[src/rtl/jtmm_pkg.sv]
// ----------------------------------------------------------------------------
// jtmm_pkg
// Shared types and constants for the jet triplet mass matcher.
// ----------------------------------------------------------------------------
package jtmm_pkg;

  localparam int MAX_JETS_DEF = 16;

  localparam int E_W      = 20;
  localparam int P_W      = 21;
  localparam int M_W      = 20;
  localparam int IDX_W    = 4;
  localparam int DELTA_W  = 22;
  localparam int STATUS_W = 2;

  localparam int ES_W   = E_W + 1;
  localparam int PS_W   = P_W + 1;
  localparam int OP_W   = PS_W;
  localparam int PROD_W = 2 * OP_W;
  localparam int ACC_W  = PROD_W + 2;
  localparam int RAD_W  = ACC_W - 2;
  localparam int ROOT_W = RAD_W / 2;
  localparam int REM_W  = ROOT_W + 3;
  localparam int DIF_W  = ROOT_W + 3;

  localparam int MUL_STEPS  = 5;
  localparam int SQRT_STEPS = ROOT_W;
  localparam int STEP_W     = 5;

  localparam logic [DELTA_W-1:0] DELTA_MAX = {DELTA_W{1'b1}};

  localparam logic [STATUS_W-1:0] ST_OK    = 2'd0;
  localparam logic [STATUS_W-1:0] ST_SHORT = 2'd1;
  localparam logic [STATUS_W-1:0] ST_DROP  = 2'd2;

  typedef struct packed {
    logic [E_W-1:0]        energy;
    logic signed [P_W-1:0] px;
    logic signed [P_W-1:0] py;
    logic signed [P_W-1:0] pz;
    logic [M_W-1:0]        mass;
  } jet_t;

  typedef enum logic [3:0] {
    S_IDLE, S_RD_U, S_RD_V, S_RD_L, S_CAP, S_MUL, S_SQI, S_SQ,
    S_DIFF, S_CMP, S_FIN, S_OUT
  } state_t;

  typedef struct packed {
    logic              wr;
    logic              cap_u;
    logic              add_v;
    logic              cap_l;
    logic              mul;
    logic [STEP_W-1:0] step;
    logic              sqrt_init;
    logic              sqrt_step;
    logic              diff;
    logic              cmp;
    logic              clr;
    logic              fin;
    logic              short_evt;
    logic              dropped;
  } dp_cmd_t;

endpackage

[src/rtl/jet_triplet_mass_matcher_core.sv]
// ----------------------------------------------------------------------------
// jet_triplet_mass_matcher_core
// Finds the jet pair whose invariant mass best matches a third jet's mass.
// ----------------------------------------------------------------------------
// Each beat on the input channel (start high while busy is low) loads one
// jet, and busy stays low while an event is loaded. Jets beyond MAX_JETS
// are discarded and reported with status 2.
// The beat with in_last_jet high ends the event: busy rises and the core
// visits every triplet and each of its three pairings. Each pairing is
// paced by the single memory read port, the shared squaring multiplier
// (five steps) and the bit-serial square root (22 steps). With fewer
// than three jets no triplet is visited: the core goes straight from the
// last beat to S_FIN, which forms the result, and then to S_OUT.
// The result is shown for one cycle with out_valid high and cannot be held
// off. Busy falls in the following cycle and the next event may load.
// Reset (rst_n low, synchronous) returns the core to the load phase with
// an empty event; the jet store itself is not cleared.
// ----------------------------------------------------------------------------
module jet_triplet_mass_matcher_core #(
  parameter int MAX_JETS = jtmm_pkg::MAX_JETS_DEF
) (
  input  logic                                 clk,
  input  logic                                 rst_n,
  input  logic                                 start,
  output logic                                 busy,
  input  logic [jtmm_pkg::E_W-1:0]             in_jet_energy,
  input  logic signed [jtmm_pkg::P_W-1:0]      in_jet_px,
  input  logic signed [jtmm_pkg::P_W-1:0]      in_jet_py,
  input  logic signed [jtmm_pkg::P_W-1:0]      in_jet_pz,
  input  logic [jtmm_pkg::M_W-1:0]             in_jet_mass,
  input  logic                                 in_last_jet,
  output logic                                 out_valid,
  output logic [jtmm_pkg::IDX_W-1:0]           out_pair_first,
  output logic [jtmm_pkg::IDX_W-1:0]           out_pair_second,
  output logic [jtmm_pkg::IDX_W-1:0]           out_lone_jet,
  output logic [jtmm_pkg::DELTA_W-1:0]         out_best_delta,
  output logic [jtmm_pkg::STATUS_W-1:0]        out_status
);
  import jtmm_pkg::*;

  localparam int IW = $clog2(MAX_JETS);

  dp_cmd_t       cmd;
  jet_t          wr_data;
  logic [IW-1:0] wr_addr, rd_addr, cur_p, cur_q, cur_l;

  assign wr_data = '{energy: in_jet_energy, px: in_jet_px, py: in_jet_py,
                     pz: in_jet_pz, mass: in_jet_mass};

  jtmm_ctrl #(.MAX_JETS(MAX_JETS)) u_ctrl (
    .clk       (clk),
    .rst_n     (rst_n),
    .start     (start),
    .last_jet  (in_last_jet),
    .busy      (busy),
    .out_valid (out_valid),
    .cmd       (cmd),
    .wr_addr   (wr_addr),
    .rd_addr   (rd_addr),
    .cur_p     (cur_p),
    .cur_q     (cur_q),
    .cur_l     (cur_l)
  );

  jtmm_datapath #(.MAX_JETS(MAX_JETS)) u_dp (
    .clk         (clk),
    .rst_n       (rst_n),
    .cmd         (cmd),
    .wr_addr     (wr_addr),
    .wr_data     (wr_data),
    .rd_addr     (rd_addr),
    .cur_p       (cur_p),
    .cur_q       (cur_q),
    .cur_l       (cur_l),
    .pair_first  (out_pair_first),
    .pair_second (out_pair_second),
    .lone_jet    (out_lone_jet),
    .best_delta  (out_best_delta),
    .status      (out_status)
  );

endmodule

[src/rtl/jtmm_datapath.sv]
// ----------------------------------------------------------------------------
// jtmm_datapath
// Jet store, pair four-vector sum, squared mass, square root and best match.
// ----------------------------------------------------------------------------
module jtmm_datapath #(
  parameter int MAX_JETS = jtmm_pkg::MAX_JETS_DEF,
  parameter int IW       = $clog2(MAX_JETS)
) (
  input  logic                               clk,
  input  logic                               rst_n,
  input  jtmm_pkg::dp_cmd_t                  cmd,
  input  logic [IW-1:0]                      wr_addr,
  input  jtmm_pkg::jet_t                     wr_data,
  input  logic [IW-1:0]                      rd_addr,
  input  logic [IW-1:0]                      cur_p,
  input  logic [IW-1:0]                      cur_q,
  input  logic [IW-1:0]                      cur_l,
  output logic [jtmm_pkg::IDX_W-1:0]         pair_first,
  output logic [jtmm_pkg::IDX_W-1:0]         pair_second,
  output logic [jtmm_pkg::IDX_W-1:0]         lone_jet,
  output logic [jtmm_pkg::DELTA_W-1:0]       best_delta,
  output logic [jtmm_pkg::STATUS_W-1:0]      status
);
  import jtmm_pkg::*;

  jet_t mem [MAX_JETS];
  jet_t rdata_r;

  logic [ES_W-1:0]          e_s_r;
  logic signed [PS_W-1:0]   x_s_r, y_s_r, z_s_r;
  logic [M_W-1:0]           mass_r;
  logic signed [PROD_W-1:0] prod_r;
  logic signed [ACC_W-1:0]  acc_r;
  logic                     neg_r;
  logic [RAD_W-1:0]         rad_r;
  logic [ROOT_W-1:0]        root_r;
  logic [REM_W-1:0]         rem_r;
  logic [DELTA_W-1:0]       delta_r;
  logic [DELTA_W-1:0]       best_r;
  logic [IW-1:0]            bp_r, bq_r, bl_r;
  logic                     found_r;

  logic signed [OP_W-1:0]   op;
  logic [REM_W-1:0]         rem_w, trial;
  logic signed [DIF_W-1:0]  m_s, d_s;
  logic [DIF_W-1:0]         d_abs;

  always_ff @(posedge clk) begin
    if (cmd.wr) begin
      mem[wr_addr] <= wr_data;
    end
    rdata_r <= mem[rd_addr];
  end

  always_comb begin
    case (cmd.step)
      STEP_W'(0): op = OP_W'(signed'({1'b0, e_s_r}));
      STEP_W'(1): op = x_s_r;
      STEP_W'(2): op = y_s_r;
      default:    op = z_s_r;
    endcase
    rem_w = {rem_r[REM_W-3:0], rad_r[RAD_W-1 -: 2]};
    trial = {1'b0, root_r, 2'b01};
    m_s   = neg_r ? -DIF_W'(signed'({1'b0, root_r})) : DIF_W'(signed'({1'b0, root_r}));
    d_s   = m_s - DIF_W'(signed'({1'b0, mass_r}));
    d_abs = d_s[DIF_W-1] ? DIF_W'(-d_s) : DIF_W'(d_s);
  end

  always_ff @(posedge clk) begin
    if (cmd.cap_u) begin
      e_s_r <= ES_W'(rdata_r.energy);
      x_s_r <= PS_W'(rdata_r.px);
      y_s_r <= PS_W'(rdata_r.py);
      z_s_r <= PS_W'(rdata_r.pz);
    end
    if (cmd.add_v) begin
      e_s_r <= e_s_r + ES_W'(rdata_r.energy);
      x_s_r <= x_s_r + PS_W'(rdata_r.px);
      y_s_r <= y_s_r + PS_W'(rdata_r.py);
      z_s_r <= z_s_r + PS_W'(rdata_r.pz);
    end
    if (cmd.cap_l) begin
      mass_r <= rdata_r.mass;
    end
    if (cmd.mul) begin
      if (cmd.step < STEP_W'(4)) begin
        prod_r <= op * op;
      end
      if (cmd.step == STEP_W'(1)) begin
        acc_r <= ACC_W'(prod_r);
      end else if (cmd.step != STEP_W'(0)) begin
        acc_r <= acc_r - ACC_W'(prod_r);
      end
    end
    if (cmd.sqrt_init) begin
      neg_r  <= acc_r[ACC_W-1];
      rad_r  <= acc_r[ACC_W-1] ? RAD_W'(-acc_r) : RAD_W'(acc_r);
      root_r <= '0;
      rem_r  <= '0;
    end
    if (cmd.sqrt_step) begin
      rad_r <= rad_r << 2;
      if (rem_w >= trial) begin
        rem_r  <= rem_w - trial;
        root_r <= {root_r[ROOT_W-2:0], 1'b1};
      end else begin
        rem_r  <= rem_w;
        root_r <= {root_r[ROOT_W-2:0], 1'b0};
      end
    end
    if (cmd.diff) begin
      delta_r <= (d_abs > DIF_W'(DELTA_MAX)) ? DELTA_MAX : DELTA_W'(d_abs);
    end
    if (cmd.cmp && (!found_r || delta_r < best_r)) begin
      best_r <= delta_r;
      bp_r   <= cur_p;
      bq_r   <= cur_q;
      bl_r   <= cur_l;
    end
    if (cmd.fin) begin
      if (cmd.short_evt) begin
        pair_first  <= '0;
        pair_second <= '0;
        lone_jet    <= '0;
        best_delta  <= '0;
        status      <= ST_SHORT;
      end else begin
        pair_first  <= IDX_W'(bp_r);
        pair_second <= IDX_W'(bq_r);
        lone_jet    <= IDX_W'(bl_r);
        best_delta  <= best_r;
        status      <= cmd.dropped ? ST_DROP : ST_OK;
      end
    end
  end

  always_ff @(posedge clk) begin
    if (!rst_n || cmd.clr) begin
      found_r <= 1'b0;
    end else if (cmd.cmp) begin
      found_r <= 1'b1;
    end
  end

endmodule

[src/rtl/jtmm_ctrl.sv]
// ----------------------------------------------------------------------------
// jtmm_ctrl
// Load counter, triplet and pairing sequencer, and datapath command decode.
// ----------------------------------------------------------------------------
module jtmm_ctrl #(
  parameter int MAX_JETS = jtmm_pkg::MAX_JETS_DEF,
  parameter int IW       = $clog2(MAX_JETS),
  parameter int CW       = $clog2(MAX_JETS + 1)
) (
  input  logic              clk,
  input  logic              rst_n,
  input  logic              start,
  input  logic              last_jet,
  output logic              busy,
  output logic              out_valid,
  output jtmm_pkg::dp_cmd_t cmd,
  output logic [IW-1:0]     wr_addr,
  output logic [IW-1:0]     rd_addr,
  output logic [IW-1:0]     cur_p,
  output logic [IW-1:0]     cur_q,
  output logic [IW-1:0]     cur_l
);
  import jtmm_pkg::*;

  state_t              state_r, state_nxt;
  logic [CW-1:0]       cnt_r, cnt_nxt;
  logic                drop_r, drop_nxt;
  logic [IW-1:0]       j_r, j_nxt, a_r, a_nxt, b_r, b_nxt;
  logic [1:0]          k_r, k_nxt;
  logic [STEP_W-1:0]   step_r, step_nxt;
  logic                accept;
  logic                last_pt;

  assign accept  = start && (state_r == S_IDLE);
  assign last_pt = (k_r == 2'd2) && !(CW'(b_r) + CW'(1) < cnt_r)
                   && !(CW'(a_r) + CW'(2) < cnt_r) && !(CW'(j_r) + CW'(3) < cnt_r);

  always_comb begin
    state_nxt = state_r;
    case (state_r)
      S_IDLE: begin
        if (accept && last_jet) begin
          state_nxt = (cnt_nxt < CW'(3)) ? S_FIN : S_RD_U;
        end
      end
      S_RD_U: state_nxt = S_RD_V;
      S_RD_V: state_nxt = S_RD_L;
      S_RD_L: state_nxt = S_CAP;
      S_CAP:  state_nxt = S_MUL;
      S_MUL:  state_nxt = (step_r == STEP_W'(MUL_STEPS - 1)) ? S_SQI : S_MUL;
      S_SQI:  state_nxt = S_SQ;
      S_SQ:   state_nxt = (step_r == STEP_W'(SQRT_STEPS - 1)) ? S_DIFF : S_SQ;
      S_DIFF: state_nxt = S_CMP;
      S_CMP:  state_nxt = last_pt ? S_FIN : S_RD_U;
      S_FIN:  state_nxt = S_OUT;
      S_OUT:  state_nxt = S_IDLE;
      default: state_nxt = S_IDLE;
    endcase
  end

  always_comb begin
    cnt_nxt  = cnt_r;
    drop_nxt = drop_r;
    j_nxt    = j_r;
    a_nxt    = a_r;
    b_nxt    = b_r;
    k_nxt    = k_r;
    step_nxt = '0;
    case (state_r)
      S_IDLE: begin
        if (accept) begin
          if (cnt_r < CW'(MAX_JETS)) begin
            cnt_nxt = cnt_r + CW'(1);
          end else begin
            drop_nxt = 1'b1;
          end
          j_nxt = IW'(0);
          a_nxt = IW'(1);
          b_nxt = IW'(2);
          k_nxt = 2'd0;
        end
      end
      S_MUL, S_SQ: step_nxt = step_r + STEP_W'(1);
      S_CMP: begin
        if (k_r != 2'd2) begin
          k_nxt = k_r + 2'd1;
        end else begin
          k_nxt = 2'd0;
          if (CW'(b_r) + CW'(1) < cnt_r) begin
            b_nxt = b_r + IW'(1);
          end else if (CW'(a_r) + CW'(2) < cnt_r) begin
            a_nxt = a_r + IW'(1);
            b_nxt = a_r + IW'(2);
          end else begin
            j_nxt = j_r + IW'(1);
            a_nxt = j_r + IW'(2);
            b_nxt = j_r + IW'(3);
          end
        end
      end
      S_OUT: begin
        cnt_nxt  = '0;
        drop_nxt = 1'b0;
      end
      default: ;
    endcase
  end

  always_comb begin
    case (k_r)
      2'd0:    begin cur_p = j_r; cur_q = a_r; cur_l = b_r; end
      2'd1:    begin cur_p = j_r; cur_q = b_r; cur_l = a_r; end
      default: begin cur_p = a_r; cur_q = b_r; cur_l = j_r; end
    endcase
  end

  always_comb begin
    cmd           = '0;
    cmd.step      = step_r;
    cmd.short_evt = cnt_r < CW'(3);
    cmd.dropped   = drop_r;
    wr_addr       = IW'(cnt_r);
    rd_addr       = cur_p;
    busy          = (state_r != S_IDLE);
    out_valid     = (state_r == S_OUT);
    case (state_r)
      S_IDLE: begin
        cmd.wr  = accept && (cnt_r < CW'(MAX_JETS));
        cmd.clr = accept;
      end
      S_RD_V: begin
        rd_addr   = cur_q;
        cmd.cap_u = 1'b1;
      end
      S_RD_L: begin
        rd_addr   = cur_l;
        cmd.add_v = 1'b1;
      end
      S_CAP:  cmd.cap_l     = 1'b1;
      S_MUL:  cmd.mul       = 1'b1;
      S_SQI:  cmd.sqrt_init = 1'b1;
      S_SQ:   cmd.sqrt_step = 1'b1;
      S_DIFF: cmd.diff      = 1'b1;
      S_CMP:  cmd.cmp       = 1'b1;
      S_FIN:  cmd.fin       = 1'b1;
      default: ;
    endcase
  end

  always_ff @(posedge clk) begin
    if (!rst_n) begin
      state_r <= S_IDLE;
      cnt_r   <= '0;
      drop_r  <= 1'b0;
      step_r  <= '0;
    end else begin
      state_r <= state_nxt;
      cnt_r   <= cnt_nxt;
      drop_r  <= drop_nxt;
      step_r  <= step_nxt;
    end
  end

  always_ff @(posedge clk) begin
    j_r <= j_nxt;
    a_r <= a_nxt;
    b_r <= b_nxt;
    k_r <= k_nxt;
  end

endmodule

[config.mk]
export PLATFORM = sky130hd
export DESIGN_NAME = jet_triplet_mass_matcher_core
export DESIGN_NICKNAME = d
export VERILOG_FILES = /design/src/rtl/jtmm_pkg.sv /design/src/rtl/jet_triplet_mass_matcher_core.sv /design/src/rtl/jtmm_datapath.sv /design/src/rtl/jtmm_ctrl.sv
export SDC_FILE = /design/constraint.sdc
export NUM_CORES = 2
export LEC_CHECK = 0
export BUFFER_PORTS_ARGS = -buffer_cell sky130_fd_sc_hd__buf_2
export CAP_MARGIN = 20
export CORE_AREA = 2 2 557 559
export DETAILED_ROUTE_END_ITERATION = 12
export DIE_AREA = 0 0 559 561
export GPL_TIMING_DRIVEN = 0
export PLACE_DENSITY = 0.53
export SLEW_MARGIN = 0
export SYNTH_ARGS = -nofsm -noshare
export SYNTH_HDL_FRONTEND = slang
export SYNTH_HIERARCHICAL = 1
export SYNTH_SLANG_ARGS = --single-unit
[constraint.sdc]
create_clock -name clk -period 13.15 [get_ports clk]
set_input_delay 2.63 -clock clk [delete_from_list [all_inputs] [get_ports clk]]
set_output_delay 2.63 -clock clk [all_outputs]
set_load 0.03 [all_outputs]
==> run_results.csv <==
group,metric,value,unit
logic_synthesis,synth.most_common_cell,"edfxtp_1",
setup_path,cpMostUsedCell,"fa_1",
outcome,status,"completed",
logic_synthesis,yosysWarnings,6,
logic_synthesis,synthTopCellsByArea,"edfxtp_1 57%, mux4_2 11%, fa_1 8.6%",
logic_synthesis,synthesis.area,107300,µm²
sta,finalCritPeriodShare,89.39,%
setup_path,cp_slowest_cell,"a21oi_1",
cts,post-cts-setup-buffer-count,0,
detailed_routing,drc,0,
sta,slew_headroom,20.72,%
detailed_routing,drtAntennaViolNets,0,
logic_synthesis,ys_ff_latch,2159,
logic_synthesis,synth_top_area_share,57.05,%
die,row_count,204,
cts,clock_path_buffers,4,
cts,cts_max_level,4,
global_routing,grt_pass1_wl,414.7,mm
placement,port-buffer-count,144,
sta,finalSetupTns,0,ps
run,maxCapViolations,0,
logic_synthesis,yosys.area_share.adder,12.89,%
cts,cts-resized-gates,0,
setup_path,reg2reg_to,"u_dp/prod_r[40]",
sta,hold_viol_final,0,
sta,max_freq,85.07,MHz
logic_synthesis,synth_area_leader_cell,"edfxtp_1",
detailed_routing,wirelength,279.9,mm
setup_path,rr_worst_depth,33,
logic_synthesis,synth_simple_gate_area_share,4.879,%
die,start_util,34.88,%
logic_synthesis,synth_edf_count,2038,
sta,rsz0062_at_grt,"false",
global_routing,grt.total_usage,17.69,%
cts,cts_root_buf,"clkbuf_16",
final_layout,drive_gt1_share,17.80,%
logic_synthesis,yosys-mux-area-fraction,12.00,%
min_path,min_path_cells,0,
die,core_area,307600,µm²
setup_path,rrSetupSlack,1390,ps
setup_path,critPathMaxFanout,10,
setup_path,critPathBufInv,9,
global_routing,grt_pass1_vias,62856,
setup_path,end_kind,"register",
final_layout,layout-area-overhead-vs-synth,15.50,%
sta,tightest_slew,1189,ps
cts,cts_tree,"done",
detailed_routing,wl_per_cell,23.71,µm
logic_synthesis,synth_seq_area_share,59.31,%
logic_synthesis,syn_nets,7845,
cts,cts_hold_buf,0,
detailed_routing,vias_per_cell,5.087,
global_routing,grt.overflow.total,0,
cts,clkLatencyLatePin,920,ps
min_path,hp-start,"u_dp/rdata_r[14]",
logic_synthesis,synth-compound-area-share,4.950,%
logic_synthesis,synth_xor_area_share,2.343,%
final_layout,post-route-util,40.28,%
cts,numCtsBuffers,234,
global_routing,grt_max_degree,53,
placement,hpwl,200.7,mm
min_path,worst_hold_path_type,"reg2reg",
setup_path,worstPathArrival,12350,ps
logic_synthesis,syn_inst,6911,
logic_synthesis,synth.distinct_cells,86,
setup_path,crit_type,"reg2reg",
sta,setup_viol,0,
setup_path,crit_path_max_incr_delay,860,ps
setup_path,critPathTopFamily,"adder cells",
setup_path,setup.worst_path.start_class,"register",
sta,finalMaxSlewViolations,0,
die,fp.dieArea,313600,µm²
die,die_x,559,µm
logic_synthesis,async_flop_share,0,%
sta,fin_skew,98.74,ps
setup_path,r2r-start,"u_ctrl/step_r[1]",
sta,finalCriticalPeriod,11760,ps
die,die-height,561,µm
logic_synthesis,synth_top_family_by_area,"adder cells",
min_path,worstHoldEndpoint,"u_dp/mass_r[14]",
global_routing,antenna_found_initial,54,
placement,globalplace.congestion,0.8919,
cts,clk_pin_slew,60,ps
detailed_routing,drtIter0Drc,4561,
setup_path,cp.required,13750,ps
detailed_routing,via_count,60055,
die,io-pin-count,145,
logic_synthesis,synthFlopType,"edfxtp_1",
logic_synthesis,syn_avg_cell_area,15.52,µm²
logic_synthesis,ys_top_cells_by_count,"2038 x edfxtp_1, 772 x inv_1, 515 x mux4_2",
final_layout,final_nets,8423,
detailed_routing,firstDrtPassIters,7,
cts,cts_num_sinks,2159,
[cells in the final DEF, fill, tap and decap left out, drive strengths merged, types with 229 or more instances in the layout]
cell type	Yosys	layout
ha	364	364
nand2	449	449
edfxtp	2038	2038
fa	463	463
o21ai	229	229
buf	53	395
a21oi	232	232
clkbuf	196	483
nor2	309	309
mux4	515	515
inv	775	779
[kinds of logic after synthesis]
| group | count (synthesis) |
|---|---|
| flops | 2159 |
| simple gates | 1137 |
| buf+inv | 1029 |
| compound gates | 840 |
| fa+ha+maj | 827 |
| mux | 632 |
| xor+xnor | 287 |
[worst reg2reg max path, delay by kind of cell, from the launching register on]
kind            cells  cell delay [ps]
fa+ha+maj           8             3890
compound gates     12             3770
buf+inv             9             2550
flops               1              410
mux                 1              380
simple gates        2              370
xor+xnor            1              170
[state kept, by name, summed over array words and instances (netlist names), 23 cells and up]
signal,flops
u_dp/mem,1648
u_dp/rem_r,23
u_dp/prod_r,43
u_dp/rdata_r,103
u_dp/acc_r,46
u_dp/rad_r,44
[how the worst max path moves through the flow]
stage / from / to / slack [ps] / depth (start not counted)
floorplan: start / u_dp/mem[0][0] / 2070 / 4
global placement: start / u_dp/mem[4][55] / -9250 / 5
detailed placement: u_ctrl/step_r[1] / u_dp/prod_r[40] / 1350 / 33
CTS: u_ctrl/step_r[1] / u_dp/prod_r[40] / 1350 / 33
global route: u_ctrl/step_r[1] / u_dp/prod_r[40] / 720 / 33
finish: u_ctrl/step_r[1] / u_dp/prod_r[40] / 1390 / 33
[area by class of cell]
class / instances / area [µm²]
well taps: 4120 / 5155
inverters: 780 / 2930
multi-input cells: 3723 / 39910
clock buffers: 287 / 6252
clock inverters: 136 / 1181
fillers: 28062 / 183700
diodes: 10 / 25.02
repair buffers: 342 / 3846
flip-flops and latches: 2159 / 63620
plain buffers: 249 / 973.4
[layer usage]
metal / wire length, µm / global-route usage, %
met1: 119500 / 23.58
met4: 8047 / 4.938
met5: 223 / 0
met3: 15390 / 2.843
met2: 136700 / 29.88
[metrics by stage]
stage                     setup slack (ps)  hold WS, ps  cell area (µm²)  instances
after floorplan                       2069        385.5           107300       6911
after global placement               -9254        392.8           113100      11175
after detailed placement              1346        391.9           116000      11346
after CTS                             1349        382.5           123500      11769
after global routing                 717.4        395.0           123900      11798
final                                 1395        389.6           123900      11806
Power is left out: the tool's default activity adds up to more than one toggle a clock period on the data nets, which glitch-free logic cannot reach.
